===== src/rtl/ihp_pkg.sv =====
// ----------------------------------------------------------------------------
// ihp_pkg
// Shared types, codes and helpers for the Intel HEX record parser.
// ----------------------------------------------------------------------------
package ihp_pkg;

  localparam int IMAGE_BYTES_DEF = 8192;
  localparam int LINE_CHARS_DEF  = 256;

  localparam logic [7:0] COLON_CHAR   = 8'd58;
  localparam logic [7:0] NEWLINE_CHAR = 8'd10;

  typedef logic [7:0]  char_t;
  typedef logic [12:0] waddr_t;
  typedef logic [13:0] ext_t;

  typedef enum logic [2:0] {
    ST_OK      = 3'd0,
    ST_END     = 3'd1,
    ST_NOCOLON = 3'd2,
    ST_BADTYPE = 3'd3,
    ST_LONG    = 3'd4,
    ST_RANGE   = 3'd5,
    ST_SHORT   = 3'd6
  } status_t;

  typedef enum logic {
    KIND_WRITE  = 1'b0,
    KIND_STATUS = 1'b1
  } kind_t;

  typedef struct packed {
    kind_t   kind;
    waddr_t  write_address;
    char_t   write_data;
    status_t status;
    ext_t    image_extent;
  } rec_t;

  function automatic logic [3:0] nibble_of(input char_t c);
    logic [3:0] n;
    n = 4'd0;
    if (c >= 8'd48 && c <= 8'd57) n = 4'(c - 8'd48);
    else if (c >= 8'd97 && c <= 8'd102) n = 4'(c - 8'd87);
    else if (c >= 8'd65 && c <= 8'd70) n = 4'(c - 8'd55);
    return n;
  endfunction

endpackage


===== src/rtl/ihp_if.sv =====
// ----------------------------------------------------------------------------
// ihp_char_if / ihp_rec_if
// Valid/ready channels for text characters and parser result words.
// ----------------------------------------------------------------------------
interface ihp_char_if;
  logic           valid;
  logic           ready;
  ihp_pkg::char_t char_code;

  modport source (output valid, output char_code, input ready);
  modport sink   (input valid, input char_code, output ready);
endinterface

interface ihp_rec_if;
  logic             valid;
  logic             ready;
  ihp_pkg::kind_t   kind;
  ihp_pkg::waddr_t  write_address;
  ihp_pkg::char_t   write_data;
  ihp_pkg::status_t status;
  ihp_pkg::ext_t    image_extent;

  modport source (output valid, output kind, output write_address, output write_data,
                  output status, output image_extent, input ready);
  modport sink   (input valid, input kind, input write_address, input write_data,
                  input status, input image_extent, output ready);
endinterface


===== src/rtl/intel_hex_record_parser_core.sv =====
// ----------------------------------------------------------------------------
// intel_hex_record_parser_core
// Each accepted character waits in the input character register, then its result
// word, if any, goes to the result register; one character per cycle unless a result
// word meets a stalled result channel, as the parse step is a single pass between the two.
// Reset (synchronous, rst_n low) returns the parser to the start of a line with
// cleared fields, zero extent and parsing active.
// ----------------------------------------------------------------------------
module intel_hex_record_parser_core #(
  parameter int IMAGE_BYTES = ihp_pkg::IMAGE_BYTES_DEF,
  parameter int LINE_CHARS  = ihp_pkg::LINE_CHARS_DEF
) (
  input  logic      clk,
  input  logic      rst_n,
  ihp_char_if.sink  in_chan,
  ihp_rec_if.source out_chan
);

  localparam int PW = $clog2(LINE_CHARS);
  localparam int EW = $clog2(IMAGE_BYTES + 1);

  logic            s1_valid_r;
  ihp_pkg::char_t  s1_char_r;

  logic            stopped_r,  stopped_nxt;
  logic [PW-1:0]   pos_r,      pos_nxt;
  logic [3:0]      hi_nib_r,   hi_nib_nxt;
  logic [7:0]      cnt_r,      cnt_nxt;
  logic [15:0]     addr_r,     addr_nxt;
  logic [7:0]      rtype_r,    rtype_nxt;
  logic [EW-1:0]   ext_r,      ext_nxt;
  logic            rerr_r,     rerr_nxt;

  logic            res_valid;
  ihp_pkg::rec_t   res;
  logic            out_valid_r;
  ihp_pkg::rec_t   out_r;

  logic            out_free;
  logic            advance;

  ihp_step #(
    .IMAGE_BYTES (IMAGE_BYTES),
    .LINE_CHARS  (LINE_CHARS)
  ) u_step (
    .c           (s1_char_r),
    .stopped     (stopped_r),
    .pos         (pos_r),
    .hi_nib      (hi_nib_r),
    .cnt         (cnt_r),
    .addr        (addr_r),
    .rtype       (rtype_r),
    .ext         (ext_r),
    .rerr        (rerr_r),
    .stopped_nxt (stopped_nxt),
    .pos_nxt     (pos_nxt),
    .hi_nib_nxt  (hi_nib_nxt),
    .cnt_nxt     (cnt_nxt),
    .addr_nxt    (addr_nxt),
    .rtype_nxt   (rtype_nxt),
    .ext_nxt     (ext_nxt),
    .rerr_nxt    (rerr_nxt),
    .res_valid   (res_valid),
    .res         (res)
  );

  assign out_free      = !out_valid_r || out_chan.ready;
  assign advance       = s1_valid_r && (out_free || !res_valid);
  assign in_chan.ready = !s1_valid_r || advance;

  always_ff @(posedge clk) begin
    if (!rst_n) begin
      s1_valid_r <= 1'b0;
    end else if (in_chan.ready) begin
      s1_valid_r <= in_chan.valid;
    end
  end

  always_ff @(posedge clk) begin
    if (in_chan.ready && in_chan.valid) begin
      s1_char_r <= in_chan.char_code;
    end
  end

  always_ff @(posedge clk) begin
    if (!rst_n) begin
      stopped_r <= 1'b0;
      pos_r     <= '0;
      hi_nib_r  <= '0;
      cnt_r     <= '0;
      addr_r    <= '0;
      rtype_r   <= '0;
      ext_r     <= '0;
      rerr_r    <= 1'b0;
    end else if (advance) begin
      stopped_r <= stopped_nxt;
      pos_r     <= pos_nxt;
      hi_nib_r  <= hi_nib_nxt;
      cnt_r     <= cnt_nxt;
      addr_r    <= addr_nxt;
      rtype_r   <= rtype_nxt;
      ext_r     <= ext_nxt;
      rerr_r    <= rerr_nxt;
    end
  end

  always_ff @(posedge clk) begin
    if (!rst_n) begin
      out_valid_r <= 1'b0;
    end else if (out_free) begin
      out_valid_r <= advance && res_valid;
    end
  end

  always_ff @(posedge clk) begin
    if (advance && res_valid) begin
      out_r <= res;
    end
  end

  assign out_chan.valid         = out_valid_r;
  assign out_chan.kind          = out_r.kind;
  assign out_chan.write_address = out_r.write_address;
  assign out_chan.write_data    = out_r.write_data;
  assign out_chan.status        = out_r.status;
  assign out_chan.image_extent  = out_r.image_extent;

endmodule


===== src/rtl/ihp_step.sv =====
// ----------------------------------------------------------------------------
// ihp_step
// Per-character parse step: next parser state and the optional result word.
// ----------------------------------------------------------------------------
module ihp_step #(
  parameter int IMAGE_BYTES = ihp_pkg::IMAGE_BYTES_DEF,
  parameter int LINE_CHARS  = ihp_pkg::LINE_CHARS_DEF,
  localparam int PW = $clog2(LINE_CHARS),
  localparam int EW = $clog2(IMAGE_BYTES + 1)
) (
  input  ihp_pkg::char_t  c,
  input  logic            stopped,
  input  logic [PW-1:0]   pos,
  input  logic [3:0]      hi_nib,
  input  logic [7:0]      cnt,
  input  logic [15:0]     addr,
  input  logic [7:0]      rtype,
  input  logic [EW-1:0]   ext,
  input  logic            rerr,
  output logic            stopped_nxt,
  output logic [PW-1:0]   pos_nxt,
  output logic [3:0]      hi_nib_nxt,
  output logic [7:0]      cnt_nxt,
  output logic [15:0]     addr_nxt,
  output logic [7:0]      rtype_nxt,
  output logic [EW-1:0]   ext_nxt,
  output logic            rerr_nxt,
  output logic            res_valid,
  output ihp_pkg::rec_t   res
);

  localparam int IW = ((PW > 10) ? PW : 10) + 1;
  localparam int AW = 17;

  logic [IW-1:0] idx;
  logic [IW-1:0] cnt2;
  logic [IW-1:0] data_off;
  logic [7:0]    byte_val;
  logic [AW-1:0] byte_addr;
  logic [AW-1:0] end_addr;
  logic [AW-1:0] end_sat;
  ihp_pkg::status_t st;
  logic          st_en;

  assign idx       = IW'(pos);
  assign cnt2      = IW'({cnt, 1'b0});
  assign data_off  = (idx - IW'(10)) >> 1;
  assign byte_val  = {hi_nib, ihp_pkg::nibble_of(c)};
  assign byte_addr = AW'(addr) + AW'(data_off);
  assign end_addr  = AW'(addr) + AW'(cnt);
  assign end_sat   = (end_addr > AW'(IMAGE_BYTES)) ? AW'(IMAGE_BYTES) : end_addr;

  always_comb begin
    stopped_nxt = stopped;
    pos_nxt     = pos;
    hi_nib_nxt  = hi_nib;
    cnt_nxt     = cnt;
    addr_nxt    = addr;
    rtype_nxt   = rtype;
    ext_nxt     = ext;
    rerr_nxt    = rerr;
    st          = ihp_pkg::ST_OK;
    st_en       = 1'b0;
    res_valid   = 1'b0;
    res         = '0;
    if (!stopped) begin
      if (pos == PW'(LINE_CHARS - 1)) begin
        st    = ihp_pkg::ST_LONG;
        st_en = 1'b1;
      end else if (pos == '0) begin
        if (c != ihp_pkg::COLON_CHAR) begin
          st    = ihp_pkg::ST_NOCOLON;
          st_en = 1'b1;
        end else begin
          pos_nxt  = PW'(1);
          rerr_nxt = 1'b0;
        end
      end else if (c == ihp_pkg::NEWLINE_CHAR) begin
        pos_nxt = '0;
        st_en   = 1'b1;
        if (idx < (cnt2 + IW'(11))) st = ihp_pkg::ST_SHORT;
        else if (rtype == 8'd1)     st = ihp_pkg::ST_END;
        else if (rtype != 8'd0)     st = ihp_pkg::ST_BADTYPE;
        else if (rerr)              st = ihp_pkg::ST_RANGE;
        else begin
          st = ihp_pkg::ST_OK;
          if (end_sat > AW'(ext)) ext_nxt = EW'(end_sat);
        end
      end else begin
        pos_nxt = pos + PW'(1);
        if (pos[0]) begin
          hi_nib_nxt = ihp_pkg::nibble_of(c);
        end else if (idx == IW'(2)) begin
          cnt_nxt = byte_val;
        end else if (idx == IW'(4)) begin
          addr_nxt = {byte_val, addr[7:0]};
        end else if (idx == IW'(6)) begin
          addr_nxt = {addr[15:8], byte_val};
        end else if (idx == IW'(8)) begin
          rtype_nxt = byte_val;
        end else if (idx >= IW'(10) && idx < (cnt2 + IW'(10)) && rtype == 8'd0) begin
          if (byte_addr >= AW'(IMAGE_BYTES)) begin
            rerr_nxt = 1'b1;
          end else if (!rerr) begin
            res_valid         = 1'b1;
            res.kind          = ihp_pkg::KIND_WRITE;
            res.write_address = ihp_pkg::waddr_t'(byte_addr);
            res.write_data    = byte_val;
            res.status        = ihp_pkg::ST_OK;
            res.image_extent  = ihp_pkg::ext_t'(ext);
          end
        end
      end
      if (st_en) begin
        res_valid        = 1'b1;
        res.kind         = ihp_pkg::KIND_STATUS;
        res.status       = st;
        res.image_extent = ihp_pkg::ext_t'(ext_nxt);
        if (st != ihp_pkg::ST_OK) stopped_nxt = 1'b1;
      end
    end
  end

endmodule


===== src/flat_wrapper.sv =====
// flat-port wrapper written by rule: the top's interface ports become plain ports
module intel_hex_record_parser_core_flat 
#(
  parameter int IMAGE_BYTES = ihp_pkg::IMAGE_BYTES_DEF,
  parameter int LINE_CHARS  = ihp_pkg::LINE_CHARS_DEF
)
  (clk, rst_n, in_chan_valid, in_chan_char_code, in_chan_ready, out_chan_valid, out_chan_kind, out_chan_write_address, out_chan_write_data, out_chan_status, out_chan_image_extent, out_chan_ready);
  ihp_char_if in_chan_i ();
  ihp_rec_if out_chan_i ();
  input  logic clk;
  input  logic rst_n;
  input wire logic [$bits(in_chan_i.valid)-1:0] in_chan_valid;
  input wire logic [$bits(in_chan_i.char_code)-1:0] in_chan_char_code;
  output wire logic [$bits(in_chan_i.ready)-1:0] in_chan_ready;
  output wire logic [$bits(out_chan_i.valid)-1:0] out_chan_valid;
  output wire logic [$bits(out_chan_i.kind)-1:0] out_chan_kind;
  output wire logic [$bits(out_chan_i.write_address)-1:0] out_chan_write_address;
  output wire logic [$bits(out_chan_i.write_data)-1:0] out_chan_write_data;
  output wire logic [$bits(out_chan_i.status)-1:0] out_chan_status;
  output wire logic [$bits(out_chan_i.image_extent)-1:0] out_chan_image_extent;
  input wire logic [$bits(out_chan_i.ready)-1:0] out_chan_ready;
  assign in_chan_i.valid = in_chan_valid;
  assign in_chan_i.char_code = in_chan_char_code;
  assign in_chan_ready = in_chan_i.ready;
  assign out_chan_valid = out_chan_i.valid;
  assign out_chan_kind = out_chan_i.kind;
  assign out_chan_write_address = out_chan_i.write_address;
  assign out_chan_write_data = out_chan_i.write_data;
  assign out_chan_status = out_chan_i.status;
  assign out_chan_image_extent = out_chan_i.image_extent;
  assign out_chan_i.ready = out_chan_ready;
  intel_hex_record_parser_core #(.IMAGE_BYTES(IMAGE_BYTES), .LINE_CHARS(LINE_CHARS)) u_core (.clk(clk), .rst_n(rst_n), .in_chan(in_chan_i), .out_chan(out_chan_i));
endmodule

===== config.mk =====
export PLATFORM = sky130hd
export DESIGN_NAME = intel_hex_record_parser_core_flat
export DESIGN_NICKNAME = d
export VERILOG_FILES = /design/src/rtl/ihp_pkg.sv /design/src/rtl/ihp_if.sv /design/src/rtl/intel_hex_record_parser_core.sv /design/src/rtl/ihp_step.sv /design/src/flat_wrapper.sv
export SDC_FILE = /design/constraint.sdc
export NUM_CORES = 1
export LEC_CHECK = 0
export BUFFER_PORTS_ARGS = -buffer_cell sky130_fd_sc_hd__buf_2
export CAP_MARGIN = 20
export CORE_ASPECT_RATIO = 1.25
export CORE_UTILIZATION = 51
export CTS_CLUSTER_DIAMETER = 60
export DETAILED_ROUTE_END_ITERATION = 6
export HOLD_SLACK_MARGIN = 0.03
export PLACE_DENSITY = 0.8
export SYNTH_ARGS = -nofsm -noshare
export SYNTH_HDL_FRONTEND = slang
export SYNTH_HIERARCHICAL = 1
export SYNTH_SLANG_ARGS = --single-unit
export TNS_END_PERCENT = 50

===== constraint.sdc =====
create_clock -name clk -period 14.8 [get_ports clk]
set_input_delay 2.22 -clock clk [delete_from_list [all_inputs] [get_ports clk]]
set_output_delay 2.22 -clock clk [all_outputs]
set_load 0.005 [all_outputs]

==> flow_summary.ini, run 1 <==
[sta]
report.final.slew_viol_count = 0
finalCritPeriodShare = 0.4548
fin_hold_ws_ns = 0.4611
clock_skew_ns = 0.01360
setup_violations = 0
fin_crit_ns = 6.732
worst-slew-pin-transition_ns = 1.081
hold_viol = 0
fin_tns_setup_ns = 0
max_freq_ghz = 0.1486
slew_headroom = 0.2791
rsz0062_at_grt = false

[cells_and_area]
drive_gt1_frac = 0.1118
n_antenna_cell = 0
area_delta_synth_final_pct = 6.316
final_common_cell = nand2_1
fin_nets = 981
mostFrequentLayoutCells = nand2_1 (197), o21ai_0 (64), mux2i_1 (63), nor2_1 (63), dfxtp_1 (62)

[grt]
grt_pass1_vias = 5967
grt_overflow_total = 0
grt_max_degree = 123
grt_usage = 0.2377
grt_first_pass_wirelength_um = 29010
antenna_found_initial = 0

[min_path]
holdCritPathClass = flip-flop to flip-flop
whs_endpoint = u_core/ext_r[13]
hold_depth = 2
holdCritStartpoint = u_core/ext_r[13]

[cts]
clkLatencyLatePin_ns = 0.37
postCtsSetupBuffers = 0
cts-root-buf = clkbuf_16
ctsResizeCount = 0
clock-sinks = 109
cts_buffers = 9
hold_buffers = 0
clkTransAtPathRegs_ns = 0.08
clk_path_buf_depth = 2
h-tree-depth = 3
cts_tree = yes

[worst_setup_path]
worstPathRequired_ns = 12.58
r2r_slack_ns = 8.73
rr_worst_depth = 17
r2r_start = u_core/pos_r[2]
critical_path_class = flip-flop to output port
reg2reg_to = u_core/out_chan.image_extent[11]
critPathLaunchType = flip-flop
crit_path_max_fanout = 22
worstSetupEndpointType = output port
arrival_ns = 4.51

[drt]
vias = 6401
wl_per_cell_um = 16.35
dr_wl_met2_um = 8992
vias_per_cell = 5.824
route.top_layer_used = met4
routed_wirelength_um = 17970
drc = 4
antenna_left = 0
wl_met3_um = 626
drt_pass1_iterations = 7
drt-initial-drc-count = 512
wl_met1_um = 7580

[placed_design]
port_buffers = 52
gp_congestion = 0.9195
hpwlAfterDp_um = 12550

[pwr]
p_per_area_nw_per_um2 = 73.01
leakagePower_nw = 3.208
ir_worst_vdd_v = 0.00005957

[floorplan]
initial_core_util = 0.5290
io_pins = 53
die_x_um = 111.8
coreArea_um2 = 14530
rows = 49
fp.dieArea_um2 = 15570
die_h_um = 139.3

[synth]
synth.top_cell.area_share = 0.1836
synth-main-ff-cell = dfxtp_1
synthCells = 894
synth_top_cell_by_area = edfxtp_1
syn_area_um2 = 7686
synthTopCellsByArea = edfxtp_1 (18%), dfxtp_1 (16%), nand2_1 (9.6%)
synthArstFlopShare = 0
syn_avg_cell_area_um2 = 8.597
yosysWarnings = 6
synthDistinctLibCells = 74
ys_ff_latch = 109
synth_edf_count = 47
synth_nets = 959
ys_seq_area_frac = 0.3451

[outcome]
outcome = complete, but fails checks
violations = DRC

[flow_run]
drv_cap = 0
==> layout make-up <==
type                    count  area, µm²
fillers                  1295       6359
multi-input cells         697       4528
flip-flops and latches    109       2653
repair buffers             55      305.3
clock buffers               9      225.2
well taps                 178      222.7
inverters                  44      165.2
clock inverters             7      72.57
==> worst max-delay path, stage by stage (launching register included) <==
cell and delay, ns:
dfxtp_1 0.54, inv_1 0.16, ha_1 0.25, nor2b_1 0.16, nor4_1 0.07, xnor2_1 0.15
ha_1 0.38, o2111ai_1 0.14, a31oi_1 0.28, o32ai_1 0.15, o2111a_1 0.17, o2111ai_1 0.18
buf_4 0.29, o21a_1 0.57, inv_1 0.20, and2_1 0.23, nand2_1 0.08, buf_2 0.11
==> cell families after synthesis <==
logic type      synth area share
simple gates              0.2212
mux                      0.09230
xor+xnor                 0.03646
flops                     0.3451
buf+inv                  0.06690
fa+ha+maj                0.08823
compound gates            0.1498
==> where the power goes <==
group	internal, mW	switching, mW	total, mW
clock	0.120	0.125	0.245
sequential	0.318	0.00278	0.320
combinational	0.0107	0.0207	0.0314
==> per-stage QoR <==
stage,instance area (µm²),setup slack [ns],utilization,instances,power (mW)
floorplan,7686,9.369,-,894,0.3527
global placement,7846,8.627,0.5400,1082,0.3572
global route,8172,7.752,0.5624,1099,0.6144
detailed placement,7846,8.530,0.5400,1082,0.3578
CTS,8144,8.116,0.5605,1098,0.5994
finish,8172,8.068,0.5624,1099,0.5966
==> state kept, by name (all words and copies together) (netlist names), 3 cells and up <==
signal / count
u_core/ext_r: 14
u_core/out_chan.status: 3
u_core/addr_r: 16
u_core/hi_nib_r: 4
u_core/s1_char_r: 8
u_core/rtype_r: 8
u_core/cnt_r: 8
u_core/out_chan.write_data: 8
u_core/out_chan.image_extent: 14
u_core/out_chan.write_address: 13
u_core/pos_r: 8
==> cells in the mapped netlist (5+ instances only) <==
master and instances:
mux2i_1 63, nor3_1 13, nand3_1 17, nor2b_1 9, nor2_1 63, xnor2_1 15
and3_1 8, dfxtp_1 62, a21oi_1 41, or2_2 5, nand2_1 197, buf_2 9
xor2_1 17, ha_1 51, inv_1 44, clkbuf_1 16, o21ai_0 64, mux2_2 7
o21a_1 7, edfxtp_1 47, and2_1 7, a22o_1 8, nand4_1 10, buf_12 6
nand2b_1 5, a21o_1 8
==> worst max path at each step <==
stage | slack, ns | endpoint | startpoint
after floorplan | 9.37 | in_chan_ready | u_core/pos_r[2]
after global placement | 8.63 | in_chan_ready | u_core/pos_r[2]
after detailed placement | 8.53 | in_chan_ready | u_core/pos_r[2]
after CTS | 8.12 | in_chan_ready | u_core/pos_r[2]
after global routing | 7.75 | in_chan_ready | u_core/pos_r[2]
final | 8.07 | in_chan_ready | u_core/pos_r[2]
==> routing by layer <==
layer  vias up  GRT usage
met4         0     0.1394
met2       154     0.4103
met5         -          0
met1      3026     0.2837
met3        35    0.02831
li1       3186          -
Note: power is estimated with default switching activity, not from simulation.
==> inputs of run 2 (changes only) <==
--- a/config.mk
+++ b/config.mk
@@ -12,7 +12,7 @@
 export CTS_CLUSTER_DIAMETER = 60
 export DETAILED_ROUTE_END_ITERATION = 6
 export HOLD_SLACK_MARGIN = 0.03
-export PLACE_DENSITY = 0.8
+export PLACE_DENSITY = 0.83
 export SYNTH_ARGS = -nofsm -noshare
 export SYNTH_HDL_FRONTEND = slang
 export SYNTH_HIERARCHICAL = 1
==> constraint.sdc (replaced) <==
create_clock -name clk -period 5.59 [get_ports clk]
set_input_delay 0.8385 -clock clk [delete_from_list [all_inputs] [get_ports clk]]
set_output_delay 0.8385 -clock clk [all_outputs]
set_load 0.005 [all_outputs]
==> run 2 against run 1 <==
Net effect:
- the flow still finishes with violations (DRC)
- design area increased by 0.96%
- routed wire length fell by 1.7%
- first-iteration DRC count shrank 13%
- setup slack worse by 7.6 ns
- sequential share of layout area fell by 0.31 points
- worst hold slack improved by 0.0058 ns
- via count is 1.9% higher
- sequential power grew to 2.7 times the previous value
- clock skew decreased by 0.0039 ns
- global-route usage shrank 0.72 points
- clock power increased to 2.5 times the previous value
- critical path type is now flip-flop to flip-flop
- largest power group unchanged
- highest routed layer unchanged
==> flow_summary.ini, run 2 (synthesized netlist as in run 1, its figures left out) <==
[outcome]
outcome = complete, but fails checks
violations = DRC

[cts]
cts_tree = yes
ctsResizeCount = 0
cts-root-buf = clkbuf_16
hold_buffers = 0
clock-sinks = 109
clkTransAtPathRegs_ns = 0.08
clkLatencyLatePin_ns = 0.36
cts_buffers = 9
postCtsSetupBuffers = 0
h-tree-depth = 3
clk_path_buf_depth = 2

[floorplan]
coreArea_um2 = 14530
initial_core_util = 0.5290
rows = 49
die_h_um = 139.3
io_pins = 53
die_x_um = 111.8
fp.dieArea_um2 = 15570

[grt]
grt_max_degree = 123
antenna_found_initial = 1
grt_first_pass_wirelength_um = 28790
grt_pass1_vias = 6047
grt_usage = 0.2306
grt_overflow_total = 0

[cells_and_area]
largest_reg_flops = 16
largest_register = u_core/addr_r
area_delta_synth_final_pct = 7.342
mostFrequentLayoutCells = nand2_1 (197), o21ai_0 (64), mux2i_1 (63), nor2_1 (63), dfxtp_1 (62)
seq_area_um2 = 2653
final_cells = 1109
final_core_util = 0.5678
fin_nets = 990
final_common_cell = nand2_1
nFillCells = 1269
drive_gt1_frac = 0.1204
multiInputGateArea_um2 = 4543

[sta]
report.final.slew_viol_count = 0
fin_ws_ns = 0.4259
rsz0062_at_grt = false
max_freq_ghz = 0.1936
fin_tns_setup_ns = 0
worst-slew-pin-transition_ns = 1.114
slew_headroom = 0.2541
hold_viol = 0
clock_skew_ns = 0.009650
fin_crit_ns = 5.164
finalCritPeriodShare = 0.9238
setup_violations = 0

[placed_design]
dp_cells = 1091
place_worst_setup_slack_ns = 0.2559
hpwlAfterDp_um = 12660
gp_congestion = 0.9229
port_buffers = 52

[pwr]
leakagePower_nw = 3.255
intPower_mw = 1.180
seqPwrFrac = 0.547
ir_worst_vdd_v = 0.0001303
pwr-share-clk = 0.398
p_comb_frac = 0.055
netSwitchingPower_mw = 0.3716
finalPower_mw = 1.551
swShare = 0.2395
p_per_area_nw_per_um2 = 188.0

[flow_run]
drv_cap = 0

[worst_setup_path]
arrival_ns = 5.37
critical_path_class = flip-flop to flip-flop
cp_num_buf_inv = 0
r2r_start = u_core/cnt_r[0]
r2r_slack_ns = 0.43
crit_path_max_fanout = 21
critPathMaxStageDelay_ns = 0.53
critPathLaunchType = flip-flop
cp_top_family = compound AO/OA/AOI/OAI gates
crit_chain = ha_1 > fa_1 > a21o_1 > a221oi_2 > nor3_2 > or4b_1 > a211o_1 > nor2_1 > ha_1 > a211o_1 > a21oi_1 > o2111ai_1 > a21oi_1 > or3_1 > or2_4 > mux2_2 > nand2_1 > mux2i_1
rr_worst_depth = 18
critPathSlowestCell = or4b_1
worstSetupEndpointType = flip-flop
worstPathRequired_ns = 5.79
reg2reg_to = u_core/ext_r[10]

[drt]
drc = 8
vias_per_cell = 5.882
antenna_left = 0
wl_per_cell_um = 15.93
routed_wirelength_um = 17660
drt-initial-drc-count = 448
vias = 6523
drt_pass1_iterations = 7

[min_path]
holdCritStartpoint = u_core/ext_r[13]
hold_depth = 2
whs_endpoint = u_core/ext_r[13]
holdCritPathClass = flip-flop to flip-flop
## run 2: changes by cell type in the layout (fill, tap and decap cells not counted), sizes merged
| cell | change |
|---|---|
| clkinvlp | -1 |
| buf | +9 |
| clkinv | +1 |
| diode | +1 |
## run 2: power groups by stage
stage	registers, mW	logic [mW]	clock network, mW
floorplan	0.865	0.0685	0
global placement	0.866	0.0805	0
detailed placement	0.866	0.0826	0
CTS	0.848	0.0830	0.631
global route	0.849	0.0920	0.658
finish	0.848	0.0853	0.618
## run 2: cell type report
cell class / count / area share
Sequential cell: 109 / 0.3215
Inverter: 44 / 0.02002
Clock buffer: 9 / 0.02730
Antenna cell: 1 / 0.0003033
Multi-Input combinational cell: 697 / 0.5507
Timing Repair Buffer: 64 / 0.04671
Clock inverter: 7 / 0.006521
Tap cell: 178 / 0.02699
## run 2: worst reg2reg max path, stage by stage (launching register included)
cell and delay [ns]:
dfxtp_1 0.39, ha_1 0.28, fa_1 0.46, a21o_1 0.24, a221oi_2 0.30, nor3_2 0.12, or4b_1 0.53, a211o_1 0.51
nor2_1 0.22, ha_1 0.27, a211o_1 0.26, a21oi_1 0.17, o2111ai_1 0.15, a21oi_1 0.18, or3_1 0.15, or2_4 0.28
mux2_2 0.37, nand2_1 0.06, mux2i_1 0.08
## run 2: metal layers
metal	vias up	global-route usage	wire length, µm
met3	58	0.03615	882
met4	0	0.1430	760
met2	187	0.4021	8855
met1	3068	0.2630	7165
li1	3210	-	-
met5	-	0	0
## run 2: through the flow
step,instance area [µm²],hold slack [ns]
after floorplan,7686,0.4335
after global placement,7926,0.4442
after detailed placement,7926,0.4558
after CTS,8205,0.4681
after global routing,8248,0.4940
final,8250,0.4670
## run 2: worst max-delay path by stage
stage	startpoint	cells after the start	slack, ns	end
4_1_cts	u_core/cnt_r[0]	17	0.24	u_core/ext_r[10]
2_1_floorplan	u_core/cnt_r[0]	19	0.81	u_core/ext_r[10]
6_report	u_core/cnt_r[0]	18	0.43	u_core/ext_r[10]
3_5_place_dp	u_core/cnt_r[0]	17	0.26	u_core/ext_r[10]
3_3_place_gp	u_core/cnt_r[0]	17	0.39	u_core/ext_r[11]
5_1_grt	u_core/cnt_r[0]	18	0.01	u_core/ext_r[10]
